### src/design/asrm_pkg.sv
// ----------------------------------------------------------------------------
// asrm_pkg
// Shared constants, types and the arctangent table of the sector range merge.
// ----------------------------------------------------------------------------
package asrm_pkg;

  // Default configuration and fixed field widths.
  localparam int unsigned MAX_CLUSTERS_DEF = 32;
  localparam int unsigned ANGLE_BITS_DEF   = 16;
  localparam int unsigned MAX_RESULTS      = 32;
  localparam int unsigned CORDIC_STEPS     = 28;
  localparam int unsigned SECTOR_W         = 17;
  localparam int unsigned COORD_W          = 32;

  // Register indexes of the configuration port.
  localparam logic REG_BASE_X = 1'b0;
  localparam logic REG_BASE_Y = 1'b1;

  // Control beat from the point sequencer to the range table.
  typedef struct packed {
    logic push;   // store the closed cluster's range
    logic frame;  // frame closed: sort, merge and emit
  } asrm_ctrl_t;

  // Arctangent of 2^-i in units of 2^-32 turn.
  function automatic logic [31:0] atan_entry(input logic [4:0] idx);
    logic [31:0] v;
    case (idx)
      5'd0:    v = 32'd536870912;
      5'd1:    v = 32'd316933406;
      5'd2:    v = 32'd167458907;
      5'd3:    v = 32'd85004756;
      5'd4:    v = 32'd42667331;
      5'd5:    v = 32'd21354465;
      5'd6:    v = 32'd10679838;
      5'd7:    v = 32'd5340245;
      5'd8:    v = 32'd2670163;
      5'd9:    v = 32'd1335087;
      5'd10:   v = 32'd667544;
      5'd11:   v = 32'd333772;
      5'd12:   v = 32'd166886;
      5'd13:   v = 32'd83443;
      5'd14:   v = 32'd41722;
      5'd15:   v = 32'd20861;
      5'd16:   v = 32'd10430;
      5'd17:   v = 32'd5215;
      5'd18:   v = 32'd2608;
      5'd19:   v = 32'd1304;
      5'd20:   v = 32'd652;
      5'd21:   v = 32'd326;
      5'd22:   v = 32'd163;
      5'd23:   v = 32'd81;
      5'd24:   v = 32'd41;
      5'd25:   v = 32'd20;
      5'd26:   v = 32'd10;
      5'd27:   v = 32'd5;
      default: v = 32'd0;
    endcase
    return v;
  endfunction

  // CORDIC sequencer states.
  typedef enum logic [3:0] {
    CD_IDLE = 4'b0001,
    CD_NORM = 4'b0010,
    CD_ITER = 4'b0100,
    CD_DONE = 4'b1000
  } cd_state_e;

  // Point sequencer states.
  typedef enum logic [2:0] {
    TS_IDLE   = 3'b001,
    TS_CORDIC = 3'b010,
    TS_CLOSE  = 3'b100
  } top_state_e;

  // Range table states.
  typedef enum logic [10:0] {
    RT_IDLE   = 11'b00000000001,
    RT_PREP   = 11'b00000000010,
    RT_S_RDI  = 11'b00000000100,
    RT_S_LDI  = 11'b00000001000,
    RT_S_RDJ  = 11'b00000010000,
    RT_S_CMP  = 11'b00000100000,
    RT_S_WRI  = 11'b00001000000,
    RT_M_RD   = 11'b00010000000,
    RT_M_CHK  = 11'b00100000000,
    RT_M_EMIT = 11'b01000000000,
    RT_M_LAST = 11'b10000000000
  } rt_state_e;

endpackage

### src/design/angular_sector_range_merge.sv
// ----------------------------------------------------------------------------
// angular_sector_range_merge
// Polar angle ranges of point clusters, sorted and merged into sectors.
// ----------------------------------------------------------------------------
// Channel   Direction  Beat contents
// s_axis    in         point_x, point_y; tuser point_present, cluster_end;
//                      tlast frame_end
// m_axis    out        sector_start, sector_end; tlast last_sector;
//                      tuser cluster_overflow
// apb       in/out     base_x at 0x0, base_y at 0x4
//
// A point off the axes passes through the normalisation steps of the iterative
// CORDIC, 28 rotations, and the hand-over and close; other beats go straight
// to the close.
// A frame end adds the exchange sort over the range memory and two merge
// passes over the n stored ranges.
// Reset clears all control state; the range memory needs no clearing pass.
// A stalled m_axis holds the merge walk; s_axis is not ready meanwhile.
// ----------------------------------------------------------------------------
module angular_sector_range_merge #(
  parameter int unsigned MAX_CLUSTERS = asrm_pkg::MAX_CLUSTERS_DEF,
  parameter int unsigned ANGLE_BITS   = asrm_pkg::ANGLE_BITS_DEF
) (
  input  logic        clk_i,
  input  logic        rst_ni,
  // Input points
  input  logic        s_axis_tvalid,
  output logic        s_axis_tready,
  input  logic [63:0] s_axis_tdata,  // point_x[31:0], point_y[63:32]
  input  logic [1:0]  s_axis_tuser,  // point_present[0], cluster_end[1]
  input  logic        s_axis_tlast,
  // Merged sectors
  output logic        m_axis_tvalid,
  input  logic        m_axis_tready,
  output logic [39:0] m_axis_tdata,  // sector_start[16:0], sector_end[33:17], zeros
  output logic        m_axis_tuser,  // cluster_overflow[0]
  output logic        m_axis_tlast,
  // Configuration
  input  logic        psel,
  input  logic        penable,
  input  logic        pwrite,
  input  logic [2:0]  paddr,
  input  logic [31:0] pwdata,
  output logic [31:0] prdata,
  output logic        pready
);

  localparam int unsigned AW = ANGLE_BITS + 1;
  localparam logic [AW-1:0] FULL = AW'(1) << ANGLE_BITS;
  localparam logic [AW-1:0] HALF = AW'(1) << (ANGLE_BITS - 1);
  localparam logic [ANGLE_BITS-1:0] QUARTER = ANGLE_BITS'(1) << (ANGLE_BITS - 2);

  asrm_pkg::top_state_e  state_q, state_d;
  asrm_pkg::asrm_ctrl_t  ctrl;
  logic [31:0]           base_x_q, base_y_q;
  logic                  in_acc, cfg_wr;
  logic signed [32:0]    dx, dy;
  logic [32:0]           mag_x, mag_y;
  logic                  need_cordic, rt_busy, cd_done;
  logic [ANGLE_BITS-1:0] cd_angle, t_q, t_d;
  logic                  dx_pos_q, dx_neg_q, dy_pos_q, dy_neg_q, coinc_q;
  logic                  present_q, cend_q, fend_q;
  logic [AW-1:0]         min_q, min_d, max_q, max_d, angle, new_min, new_max;
  logic [AW-1:0]         sec_s, sec_e;
  logic                  sec_l, sec_o;

  // Configuration registers.
  assign pready = 1'b1;
  assign cfg_wr = psel && penable && pwrite;
  assign prdata = (paddr[2] == asrm_pkg::REG_BASE_Y) ? base_y_q : base_x_q;

  always_ff @(posedge clk_i or negedge rst_ni) begin
    if (!rst_ni) begin
      base_x_q <= '0;
      base_y_q <= '0;
    end else if (cfg_wr) begin
      if (paddr[2] == asrm_pkg::REG_BASE_X) begin
        base_x_q <= pwdata;
      end else begin
        base_y_q <= pwdata;
      end
    end
  end

  // Offsets from the base point and their magnitudes.
  always_comb begin
    dx    = $signed({s_axis_tdata[31], s_axis_tdata[31:0]}) - $signed({base_x_q[31], base_x_q});
    dy    = $signed({s_axis_tdata[63], s_axis_tdata[63:32]}) - $signed({base_y_q[31], base_y_q});
    mag_x = dx[32] ? 33'(-dx) : 33'(dx);
    mag_y = dy[32] ? 33'(-dy) : 33'(dy);
    need_cordic = s_axis_tuser[0] && (dx != '0) && (dy != '0);
  end

  assign s_axis_tready = (state_q == asrm_pkg::TS_IDLE) && !rt_busy;
  assign in_acc        = s_axis_tvalid && s_axis_tready;

  asrm_cordic #(
    .ANGLE_BITS (ANGLE_BITS)
  ) u_cordic (
    .clk_i   (clk_i),
    .rst_ni  (rst_ni),
    .start_i (in_acc && need_cordic),
    .mag_x_i (mag_x),
    .mag_y_i (mag_y),
    .done_o  (cd_done),
    .angle_o (cd_angle)
  );

  // Quadrant fold and running extremes of the open cluster.
  always_comb begin
    if (coinc_q) begin
      angle = '0;
    end else if (dx_pos_q && dy_pos_q) begin
      angle = AW'(t_q);
    end else if (dx_neg_q && dy_pos_q) begin
      angle = HALF - AW'(t_q);
    end else if (dx_neg_q && dy_neg_q) begin
      angle = HALF + AW'(t_q);
    end else begin
      angle = FULL - AW'(t_q);
    end
    new_min = min_q;
    new_max = max_q;
    if (present_q) begin
      if (angle < min_q) new_min = angle;
      if (angle > max_q) new_max = angle;
    end
  end

  // Point sequencer.
  always_comb begin
    state_d    = state_q;
    t_d        = t_q;
    min_d      = min_q;
    max_d      = max_q;
    ctrl.push  = 1'b0;
    ctrl.frame = 1'b0;
    unique case (state_q)
      asrm_pkg::TS_IDLE: begin
        if (in_acc) begin
          t_d     = (dy == '0) ? '0 : QUARTER;
          state_d = need_cordic ? asrm_pkg::TS_CORDIC : asrm_pkg::TS_CLOSE;
        end
      end
      asrm_pkg::TS_CORDIC: begin
        if (cd_done) begin
          t_d     = cd_angle;
          state_d = asrm_pkg::TS_CLOSE;
        end
      end
      asrm_pkg::TS_CLOSE: begin
        min_d = new_min;
        max_d = new_max;
        if (cend_q || fend_q) begin
          ctrl.push = 1'b1;
          min_d     = FULL;
          max_d     = '0;
        end
        ctrl.frame = fend_q;
        state_d    = asrm_pkg::TS_IDLE;
      end
      default: state_d = asrm_pkg::TS_IDLE;
    endcase
  end

  always_ff @(posedge clk_i or negedge rst_ni) begin
    if (!rst_ni) begin
      state_q <= asrm_pkg::TS_IDLE;
      min_q   <= FULL;
      max_q   <= '0;
    end else begin
      state_q <= state_d;
      min_q   <= min_d;
      max_q   <= max_d;
    end
  end

  // Beat fields held for the fold.
  always_ff @(posedge clk_i) begin
    t_q <= t_d;
    if (in_acc) begin
      dx_pos_q  <= !dx[32] && (dx != '0);
      dx_neg_q  <= dx[32];
      dy_pos_q  <= !dy[32] && (dy != '0);
      dy_neg_q  <= dy[32];
      coinc_q   <= (dx == '0) && (dy == '0);
      present_q <= s_axis_tuser[0];
      cend_q    <= s_axis_tuser[1];
      fend_q    <= s_axis_tlast;
    end
  end

  asrm_range_table #(
    .MAX_CLUSTERS (MAX_CLUSTERS),
    .ANGLE_W      (AW)
  ) u_table (
    .clk_i         (clk_i),
    .rst_ni        (rst_ni),
    .ctrl_i        (ctrl),
    .range_start_i (new_min),
    .range_end_i   (new_max),
    .busy_o        (rt_busy),
    .m_ready_i     (m_axis_tready),
    .m_valid_o     (m_axis_tvalid),
    .sec_start_o   (sec_s),
    .sec_end_o     (sec_e),
    .last_o        (sec_l),
    .ovf_o         (sec_o)
  );

  // Output beat packing.
  assign m_axis_tdata = {6'd0, asrm_pkg::SECTOR_W'(sec_e), asrm_pkg::SECTOR_W'(sec_s)};
  assign m_axis_tlast = sec_l;
  assign m_axis_tuser = sec_o;

endmodule

### src/design/asrm_cordic.sv
// ----------------------------------------------------------------------------
// asrm_cordic
// Iterative vectoring CORDIC: first-quadrant angle of two positive magnitudes.
// ----------------------------------------------------------------------------
module asrm_cordic #(
  parameter int unsigned ANGLE_BITS = asrm_pkg::ANGLE_BITS_DEF
) (
  input  logic                  clk_i,
  input  logic                  rst_ni,
  input  logic                  start_i,
  input  logic [32:0]           mag_x_i,
  input  logic [32:0]           mag_y_i,
  output logic                  done_o,
  output logic [ANGLE_BITS-1:0] angle_o
);

  localparam int unsigned XW = 44;
  localparam int unsigned ZW = 34;
  localparam logic [XW-1:0] LIM32 = XW'(1) << 32;
  localparam logic [XW-1:0] LIM40 = XW'(1) << 40;
  localparam logic [ZW-1:0] ZMAX  = ZW'(1) << 30;

  asrm_pkg::cd_state_e state_q, state_d;
  logic [XW-1:0]         x_q, x_d, y_q, y_d;
  logic [ZW-1:0]         z_q, z_d;
  logic [4:0]            i_q, i_d;
  logic [ANGLE_BITS-1:0] angle_q, angle_d;
  logic [XW-1:0]         mx;
  logic signed [XW-1:0]  sx, sy;
  logic [ZW-1:0]         atan_z;
  logic [30:0]           z_clamp;
  logic [31:0]           z_round;

  // Shared datapath: larger magnitude, shifted terms, table entry and rounded angle.
  always_comb begin
    mx      = (x_q > y_q) ? x_q : y_q;
    sx      = $signed(x_q) >>> i_q;
    sy      = $signed(y_q) >>> i_q;
    atan_z  = ZW'(asrm_pkg::atan_entry(i_q));
    if (z_q[ZW-1]) begin
      z_clamp = '0;
    end else if ($signed(z_q) > $signed(ZMAX)) begin
      z_clamp = 31'(ZMAX);
    end else begin
      z_clamp = z_q[30:0];
    end
    z_round = 32'(z_clamp) + (32'd1 << (31 - ANGLE_BITS));
  end

  // Sequencer: normalise, then one rotation per cycle.
  always_comb begin
    state_d = state_q;
    x_d     = x_q;
    y_d     = y_q;
    z_d     = z_q;
    i_d     = i_q;
    angle_d = angle_q;
    unique case (state_q)
      asrm_pkg::CD_IDLE: begin
        if (start_i) begin
          x_d     = XW'(mag_x_i);
          y_d     = XW'(mag_y_i);
          z_d     = '0;
          i_d     = '0;
          state_d = asrm_pkg::CD_NORM;
        end
      end
      asrm_pkg::CD_NORM: begin
        if (mx < LIM32) begin
          x_d = x_q << 8;
          y_d = y_q << 8;
        end else if (mx < LIM40) begin
          x_d = x_q << 1;
          y_d = y_q << 1;
        end else begin
          state_d = asrm_pkg::CD_ITER;
        end
      end
      asrm_pkg::CD_ITER: begin
        if (!y_q[XW-1]) begin
          x_d = XW'($signed(x_q) + sy);
          y_d = XW'($signed(y_q) - sx);
          z_d = z_q + atan_z;
        end else begin
          x_d = XW'($signed(x_q) - sy);
          y_d = XW'($signed(y_q) + sx);
          z_d = z_q - atan_z;
        end
        i_d = i_q + 5'd1;
        if (i_q == 5'(asrm_pkg::CORDIC_STEPS - 1)) begin
          state_d = asrm_pkg::CD_DONE;
        end
      end
      asrm_pkg::CD_DONE: begin
        angle_d = z_round[31 -: ANGLE_BITS];
        state_d = asrm_pkg::CD_IDLE;
      end
      default: state_d = asrm_pkg::CD_IDLE;
    endcase
  end

  always_ff @(posedge clk_i or negedge rst_ni) begin
    if (!rst_ni) begin
      state_q <= asrm_pkg::CD_IDLE;
      done_o  <= 1'b0;
    end else begin
      state_q <= state_d;
      done_o  <= (state_q == asrm_pkg::CD_DONE);
    end
  end

  always_ff @(posedge clk_i) begin
    x_q     <= x_d;
    y_q     <= y_d;
    z_q     <= z_d;
    i_q     <= i_d;
    angle_q <= angle_d;
  end

  assign angle_o = angle_q;

endmodule

### src/design/asrm_range_table.sv
// ----------------------------------------------------------------------------
// asrm_range_table
// Range memory with exchange sort, two-pass merge and the result register.
// ----------------------------------------------------------------------------
module asrm_range_table #(
  parameter int unsigned MAX_CLUSTERS = asrm_pkg::MAX_CLUSTERS_DEF,
  parameter int unsigned ANGLE_W      = asrm_pkg::ANGLE_BITS_DEF + 1
) (
  input  logic                 clk_i,
  input  logic                 rst_ni,
  input  asrm_pkg::asrm_ctrl_t ctrl_i,
  input  logic [ANGLE_W-1:0]   range_start_i,
  input  logic [ANGLE_W-1:0]   range_end_i,
  output logic                 busy_o,
  input  logic                 m_ready_i,
  output logic                 m_valid_o,
  output logic [ANGLE_W-1:0]   sec_start_o,
  output logic [ANGLE_W-1:0]   sec_end_o,
  output logic                 last_o,
  output logic                 ovf_o
);

  localparam int unsigned CW  = $clog2(MAX_CLUSTERS + 1);
  localparam int unsigned IW  = (MAX_CLUSTERS > 1) ? $clog2(MAX_CLUSTERS) : 1;
  localparam int unsigned RW  = $clog2(asrm_pkg::MAX_RESULTS + 1);
  localparam int unsigned TW  = (CW > RW) ? CW : RW;
  localparam int unsigned EW  = 2 * ANGLE_W;
  localparam logic [TW-1:0] MR = TW'(asrm_pkg::MAX_RESULTS);

  asrm_pkg::rt_state_e state_q, state_d;
  logic [EW-1:0]      mem [MAX_CLUSTERS];
  logic [EW-1:0]      rd_q;
  logic               we;
  logic [IW-1:0]      waddr, raddr;
  logic [EW-1:0]      wdata;
  logic [CW-1:0]      count_q, count_d, i_q, i_d, j_q, j_d, k_q, k_d;
  logic               ov_q, ov_d, pass_q, pass_d;
  logic [EW-1:0]      reg_i_q, reg_i_d, nxt_q, nxt_d;
  logic [ANGLE_W-1:0] cur_s_q, cur_s_d, cur_e_q, cur_e_d;
  logic [TW-1:0]      tot_q, tot_d, cnt_q, cnt_d, lim;
  logic               out_v_q, out_v_d, out_l_q, out_l_d, out_o_q, out_o_d;
  logic [ANGLE_W-1:0] out_s_q, out_s_d, out_e_q, out_e_d;
  logic               slot_free, emit_go, emit_load;
  logic [ANGLE_W-1:0] rd_s, rd_e, ri_s;

  assign rd_s      = rd_q[EW-1 -: ANGLE_W];
  assign rd_e      = rd_q[ANGLE_W-1:0];
  assign ri_s      = reg_i_q[EW-1 -: ANGLE_W];
  assign slot_free = !out_v_q || m_ready_i;
  assign lim       = (tot_q > MR) ? MR : tot_q;

  // Emission of the current sector: counted in the first pass, sent in the second up to MAX_RESULTS.
  always_comb begin
    emit_load = pass_q && (cnt_q < MR);
    emit_go   = !emit_load || slot_free;
  end

  // Sequencer for storing, sorting and merging.
  always_comb begin
    state_d = state_q;
    count_d = count_q;
    ov_d    = ov_q;
    i_d     = i_q;
    j_d     = j_q;
    k_d     = k_q;
    pass_d  = pass_q;
    reg_i_d = reg_i_q;
    nxt_d   = nxt_q;
    cur_s_d = cur_s_q;
    cur_e_d = cur_e_q;
    tot_d   = tot_q;
    cnt_d   = cnt_q;
    out_v_d = out_v_q && !m_ready_i;
    out_s_d = out_s_q;
    out_e_d = out_e_q;
    out_l_d = out_l_q;
    out_o_d = out_o_q;
    we      = 1'b0;
    waddr   = count_q[IW-1:0];
    wdata   = {range_start_i, range_end_i};
    raddr   = i_q[IW-1:0];
    unique case (state_q) inside
      asrm_pkg::RT_IDLE: begin
        if (ctrl_i.push) begin
          if (count_q < CW'(MAX_CLUSTERS)) begin
            we      = 1'b1;
            count_d = count_q + CW'(1);
          end else begin
            ov_d = 1'b1;
          end
        end
        if (ctrl_i.frame) begin
          state_d = asrm_pkg::RT_PREP;
        end
      end
      asrm_pkg::RT_PREP: begin
        i_d    = '0;
        k_d    = '0;
        pass_d = 1'b0;
        tot_d  = '0;
        cnt_d  = '0;
        if (count_q == '0) begin
          ov_d    = 1'b0;
          state_d = asrm_pkg::RT_IDLE;
        end else if (count_q < CW'(2)) begin
          state_d = asrm_pkg::RT_M_RD;
        end else begin
          state_d = asrm_pkg::RT_S_RDI;
        end
      end
      asrm_pkg::RT_S_RDI: begin
        raddr   = i_q[IW-1:0];
        state_d = asrm_pkg::RT_S_LDI;
      end
      asrm_pkg::RT_S_LDI: begin
        reg_i_d = rd_q;
        j_d     = i_q + CW'(1);
        state_d = asrm_pkg::RT_S_RDJ;
      end
      asrm_pkg::RT_S_RDJ: begin
        raddr   = j_q[IW-1:0];
        state_d = asrm_pkg::RT_S_CMP;
      end
      asrm_pkg::RT_S_CMP: begin
        if (ri_s > rd_s) begin
          we      = 1'b1;
          waddr   = j_q[IW-1:0];
          wdata   = reg_i_q;
          reg_i_d = rd_q;
        end
        j_d = j_q + CW'(1);
        if (j_q + CW'(1) < count_q) begin
          state_d = asrm_pkg::RT_S_RDJ;
        end else begin
          state_d = asrm_pkg::RT_S_WRI;
        end
      end
      asrm_pkg::RT_S_WRI: begin
        we    = 1'b1;
        waddr = i_q[IW-1:0];
        wdata = reg_i_q;
        if (i_q + CW'(2) < count_q) begin
          i_d     = i_q + CW'(1);
          state_d = asrm_pkg::RT_S_RDI;
        end else begin
          k_d     = '0;
          state_d = asrm_pkg::RT_M_RD;
        end
      end
      asrm_pkg::RT_M_RD: begin
        raddr   = k_q[IW-1:0];
        state_d = asrm_pkg::RT_M_CHK;
      end
      asrm_pkg::RT_M_CHK: begin
        if (k_q == '0 || cur_e_q > rd_s) begin
          if (k_q == '0) begin
            cur_s_d = rd_s;
            cur_e_d = rd_e;
          end else if (rd_e > cur_e_q) begin
            cur_e_d = rd_e;
          end
          k_d = k_q + CW'(1);
          if (k_q + CW'(1) < count_q) begin
            state_d = asrm_pkg::RT_M_RD;
          end else begin
            state_d = asrm_pkg::RT_M_LAST;
          end
        end else begin
          nxt_d   = rd_q;
          state_d = asrm_pkg::RT_M_EMIT;
        end
      end
      asrm_pkg::RT_M_EMIT, asrm_pkg::RT_M_LAST: begin
        if (emit_go) begin
          if (!pass_q) begin
            tot_d = tot_q + TW'(1);
          end else if (emit_load) begin
            out_v_d = 1'b1;
            out_s_d = cur_s_q;
            out_e_d = cur_e_q;
            out_l_d = (cnt_q == lim - TW'(1));
            out_o_d = ov_q || (tot_q > MR);
            cnt_d   = cnt_q + TW'(1);
          end
          if (state_q == asrm_pkg::RT_M_EMIT) begin
            cur_s_d = nxt_q[EW-1 -: ANGLE_W];
            cur_e_d = nxt_q[ANGLE_W-1:0];
            k_d     = k_q + CW'(1);
            if (k_q + CW'(1) < count_q) begin
              state_d = asrm_pkg::RT_M_RD;
            end else begin
              state_d = asrm_pkg::RT_M_LAST;
            end
          end else if (!pass_q) begin
            pass_d  = 1'b1;
            k_d     = '0;
            state_d = asrm_pkg::RT_M_RD;
          end else begin
            count_d = '0;
            ov_d    = 1'b0;
            state_d = asrm_pkg::RT_IDLE;
          end
        end
      end
      default: state_d = asrm_pkg::RT_IDLE;
    endcase
  end

  // Range memory: one write port, one registered read port.
  always_ff @(posedge clk_i) begin
    if (we) begin
      mem[waddr] <= wdata;
    end
    rd_q <= mem[raddr];
  end

  always_ff @(posedge clk_i or negedge rst_ni) begin
    if (!rst_ni) begin
      state_q <= asrm_pkg::RT_IDLE;
      count_q <= '0;
      ov_q    <= 1'b0;
      out_v_q <= 1'b0;
    end else begin
      state_q <= state_d;
      count_q <= count_d;
      ov_q    <= ov_d;
      out_v_q <= out_v_d;
    end
  end

  always_ff @(posedge clk_i) begin
    i_q     <= i_d;
    j_q     <= j_d;
    k_q     <= k_d;
    pass_q  <= pass_d;
    reg_i_q <= reg_i_d;
    nxt_q   <= nxt_d;
    cur_s_q <= cur_s_d;
    cur_e_q <= cur_e_d;
    tot_q   <= tot_d;
    cnt_q   <= cnt_d;
    out_s_q <= out_s_d;
    out_e_q <= out_e_d;
    out_l_q <= out_l_d;
    out_o_q <= out_o_d;
  end

  assign busy_o      = (state_q != asrm_pkg::RT_IDLE);
  assign m_valid_o   = out_v_q;
  assign sec_start_o = out_s_q;
  assign sec_end_o   = out_e_q;
  assign last_o      = out_l_q;
  assign ovf_o       = out_o_q;

endmodule
### config.mk
export PLATFORM = sky130hd
export DESIGN_NAME = angular_sector_range_merge
export DESIGN_NICKNAME = d
export VERILOG_FILES = /design/src/design/asrm_pkg.sv /design/src/design/angular_sector_range_merge.sv /design/src/design/asrm_cordic.sv /design/src/design/asrm_range_table.sv
export SDC_FILE = /design/constraint.sdc
export NUM_CORES = 2
export LEC_CHECK = 0
export ABC_CLOCK_PERIOD_IN_PS = 9800
export BUFFER_PORTS_ARGS = -buffer_cell sky130_fd_sc_hd__buf_4
export CORE_MARGIN = 4
export CORE_UTILIZATION = 55
export DETAILED_ROUTE_END_ITERATION = 16
export PLACE_DENSITY_LB_ADDON = 0.05
export SLEW_MARGIN = 20
export SYNTH_ARGS = -nofsm -noshare
export SYNTH_HDL_FRONTEND = slang
export SYNTH_SLANG_ARGS = --single-unit
### constraint.sdc
create_clock -name clk_i -period 9.8 [get_ports clk_i]
set_input_delay 0.98 -clock clk_i [delete_from_list [all_inputs] [get_ports clk_i]]
set_output_delay 0.98 -clock clk_i [all_outputs]
set_load 0.01 [all_outputs]
==> run summary <==
Run status -> finished clean
Tot Pwr -> 0.0250 W
Unique cell type count in the Yosys netlist -> 117
Global route overflow -> 0
Yosys top cell by area -> edfxtp_1
Vias in the first global route -> 58.1k
DRT iter0 DRCs -> 5527
Crit. path cell count -> 24
Clock-pin slew on the worst setup and hold paths -> 60 ps
Critical path class -> reg -> reg
Wire length per cell -> 26.9 um
Setup TNS -> 0 ps
Setup violators final -> 0
Area Growth Syn to Fin -> 11.6%
Chip height -> 405 um
Starting Density -> 0.554
Internal power -> 0.0160 W
Lkg Pwr -> 35.6 nW
Largest net degree at the start of global routing -> 113
DRT Pass-1 Iters -> 8
Total GRT Usage -> 0.304
Syn avg cell area -> 12.4 um2
Worst-margin pin slew -> 1190 ps
Clock Latency Late Sink -> 810 ps
Num CTS Buffers -> 169
Die ar. -> 0.164 mm2
Slowest-stage cell, CP -> edfxtp_1
Combinational cell fraction of total power -> 0.377
Synth top area cells -> edfxtp_1, mux4_2, ha_1
Final Slew Violations -> 0
Antenna Violating Nets Remaining -> 0
Top-area cell type share of the netlist area -> 0.493
CTS H-Tree Depth -> 4
Post-CTS Resized -> 0
Initial antenna violation count -> 3
Crit path required time -> 10300 ps
Reg-to-reg slack, setup -> 1750 ps
Worst Path Arrival -> 8550 ps
Post-cts hold buffer count -> 0
Unrepaired setup endpoints after global routing -> no
CP delay by family, top -> simple AND/OR/NAND/NOR gates
Critical path peak fanout -> 26
Fmax -> 0.124 GHz
Final Hold Vio Count -> 0
Filler Cell Count -> 12.3k
R2r endpoint -> u_cordic.x_q[42]
DPL Wire Length -> 168000 um
Crit path launch type -> flop
Switching share of power -> 0.363
Synthesis-stage register bit count -> 1613
RePlAce Congestion -> 0.939
Post-synth ARST share -> 0.0775
Clk root buf -> clkbuf_16
Seq pwr share -> 0.358
HP Class -> in -> async
Net Switching -> 0.00908 W
Max Root-Sink Buffers -> 3
Post-Synthesis Cells -> 6991
Clk pwr share -> 0.265
Peak supply drop -> 0.199 mV
Pwr per Cell Area -> 259 mW/mm2
I/O pin cnt -> 186
Via density -> 6.34
EDFF count, synth -> 1424
Worst path max stage delay -> 940 ps
Chip width -> 405 um
Rel. slew slack -> 0.207
Reg area -> 0.0472 mm2
Share of cells above drive strength 1 -> 0.166
Yosys warning total -> 0
CTS tree -> done
FP Rows -> 145
Post-synthesis sequential area ratio -> 0.543
CP cell instances -> buf_12, mux4_2, mux2i_1, mux2i_1, nand2_1, o21ai_0, or3_1, nor3_1, a41oi_1, nor2_2, o21ai_1, xnor2_1, o22ai_1, ha_1, or3_1, or3_1, nor3_1, nor3_1, o311ai_0, a21boi_0, a311o_1, a21oi_1, xor2_1, o22ai_1
Final Routed Wirelength -> 252000 um
Area of the multi-input gates -> 0.0377 mm2
Reg2Reg Launch Point -> u_cordic.i_q[0]
Setup Buffers After CTS -> 0
Ys flop type -> edfxtp_1
Worst Path Buf+Inv -> 1
Core box area -> 0.157 mm2
Global-route wire length before repair -> 373000 um
Worst reg2reg path depth -> 24
Clock skew -> 65.1 ps
Fin crit share -> 0.822
# DRC -> 0
Max-Cap Viols -> 0
Tmin final -> 8050 ps
Netlist Area Pre-Place -> 0.0868 mm2
Via count -> 59.2k
Nets@finish -> 7620
Utilization after layout -> 0.619
CTS sink cnt -> 1613
CP endpoint kind -> flop
IO buf count -> 176
-- worst max path at each step --
| stage | end | slack [ps] | startpoint |
|---|---|---|---|
| floorplan | u_cordic.x_q[0] | 1730 | s_axis_tdata[32] |
| global placement | u_cordic.atan_z[3] | 1870 | s_axis_tdata[0] |
| detailed placement | u_cordic.atan_z[3] | 1770 | s_axis_tdata[0] |
| CTS | u_cordic.y_q[40] | 1890 | u_cordic.i_q[0] |
| global route | u_cordic.x_q[42] | 1250 | u_cordic.i_q[0] |
| finish | u_cordic.x_q[42] | 1750 | u_cordic.i_q[0] |
-- layout by cell type (no fill, tap or decap), drive strengths merged, types with 37 or more instances in the layout --
master | netlist | layout
a21o | 104 | 104
a21oi | 362 | 362
a22oi | 41 | 41
a31oi | 49 | 49
and2 | 64 | 64
and3 | 66 | 66
buf | 115 | 307
clkbuf | 215 | 210
clkinv | 1 | 68
dfrtp | 121 | 121
dfxtp | 64 | 64
edfxtp | 1424 | 1424
ha | 361 | 361
inv | 303 | 304
mux2 | 123 | 123
mux2i | 151 | 151
mux4 | 376 | 376
nand2 | 601 | 601
nand2b | 49 | 49
nand3 | 159 | 159
nand4 | 52 | 52
nor2 | 664 | 664
nor2b | 67 | 67
nor3 | 92 | 92
nor4 | 37 | 37
o211ai | 61 | 61
o21a | 70 | 70
o21ai | 396 | 396
o22ai | 37 | 37
xnor2 | 236 | 236
xor2 | 112 | 112
-- cells in the mapped netlist (151+ instances only) --
cell type,count
o21ai_0,385
ha_1,361
edfxtp_1,1424
mux2i_1,151
a21oi_1,361
xnor2_1,236
nand2_1,600
clkbuf_1,215
nand3_1,159
nor2_1,660
mux4_2,376
inv_1,300
-- registers in the layout (all words and copies together) (netlist names), 11 cells and up --
register             flops
min_q                   17
u_table.state_q         11
u_table.sec_start_o     17
u_cordic.y_q            44
u_table.mem           1088
u_cordic.angle_o        16
u_table.cur_e_q         17
u_cordic.x_q            44
max_q                   17
u_table.rd_q            34
base_y_q                32
base_x_q                32
u_table.nxt_q           34
u_table.reg_i_q         34
u_cordic.atan_z         30
u_table.cur_s_q         17
u_cordic.z_q            34
u_table.sec_end_o       17
t_q                     16
-- metrics by stage --
stage / area [um2] / setup slack [ps] / cells / hold slack [ps]
after floorplan: 86800 / 1730 / 6997 / 400
after global placement: 90900 / 1870 / 9028 / 406
after detailed placement: 90900 / 1770 / 9030 / 405
after CTS: 96700 / 1890 / 9338 / 137
after global routing: 96800 / 1250 / 9340 / 167
final: 96800 / 1750 / 9341 / 154
-- power groups by stage --
stage / clock network [W] / logic [W] / registers [W]
floorplan: 0 / 0.00674 / 0.00887
global placement: 0 / 0.00917 / 0.00909
detailed placement: 0 / 0.00928 / 0.00910
CTS: 0.00674 / 0.00934 / 0.00896
global route: 0.00704 / 0.0103 / 0.00900
finish: 0.00664 / 0.00943 / 0.00898
-- kinds of logic (layout without fill, tap and decap cells) --
kind of cell    count (synthesis)  in the layout  synth area share
simple gates                 1974           1974             0.105
mux                           650            650             0.131
compound gates               1404           1404             0.104
buf+inv                       634            919            0.0289
fa+ha+maj                     366            366            0.0532
other cells                     2              9         0.0000865
flops                        1613           1613             0.543
xor+xnor                      348            348            0.0351
-- layer usage --
metal / vias to the layer above / part of all wire / global-route usage
met5: - / 0 / 0
met4: 0 / 0.047 / 0.131
met3: 487 / 0.065 / 0.0416
met2: 2164 / 0.50 / 0.520
met1: 29804 / 0.39 / 0.390
li1: 26773 / - / -
-- cell type report --
cell class	count	share of cell area
antenna	1	0.0000258
clock buffer	210	0.0458
clock inverter	98	0.0139
inverter	304	0.0118
multi-input combinational	4750	0.389
sequential	1613	0.487
tap	2058	0.0266
timing repair buffer	307	0.0254
Power figures use the tool's default switching activity.
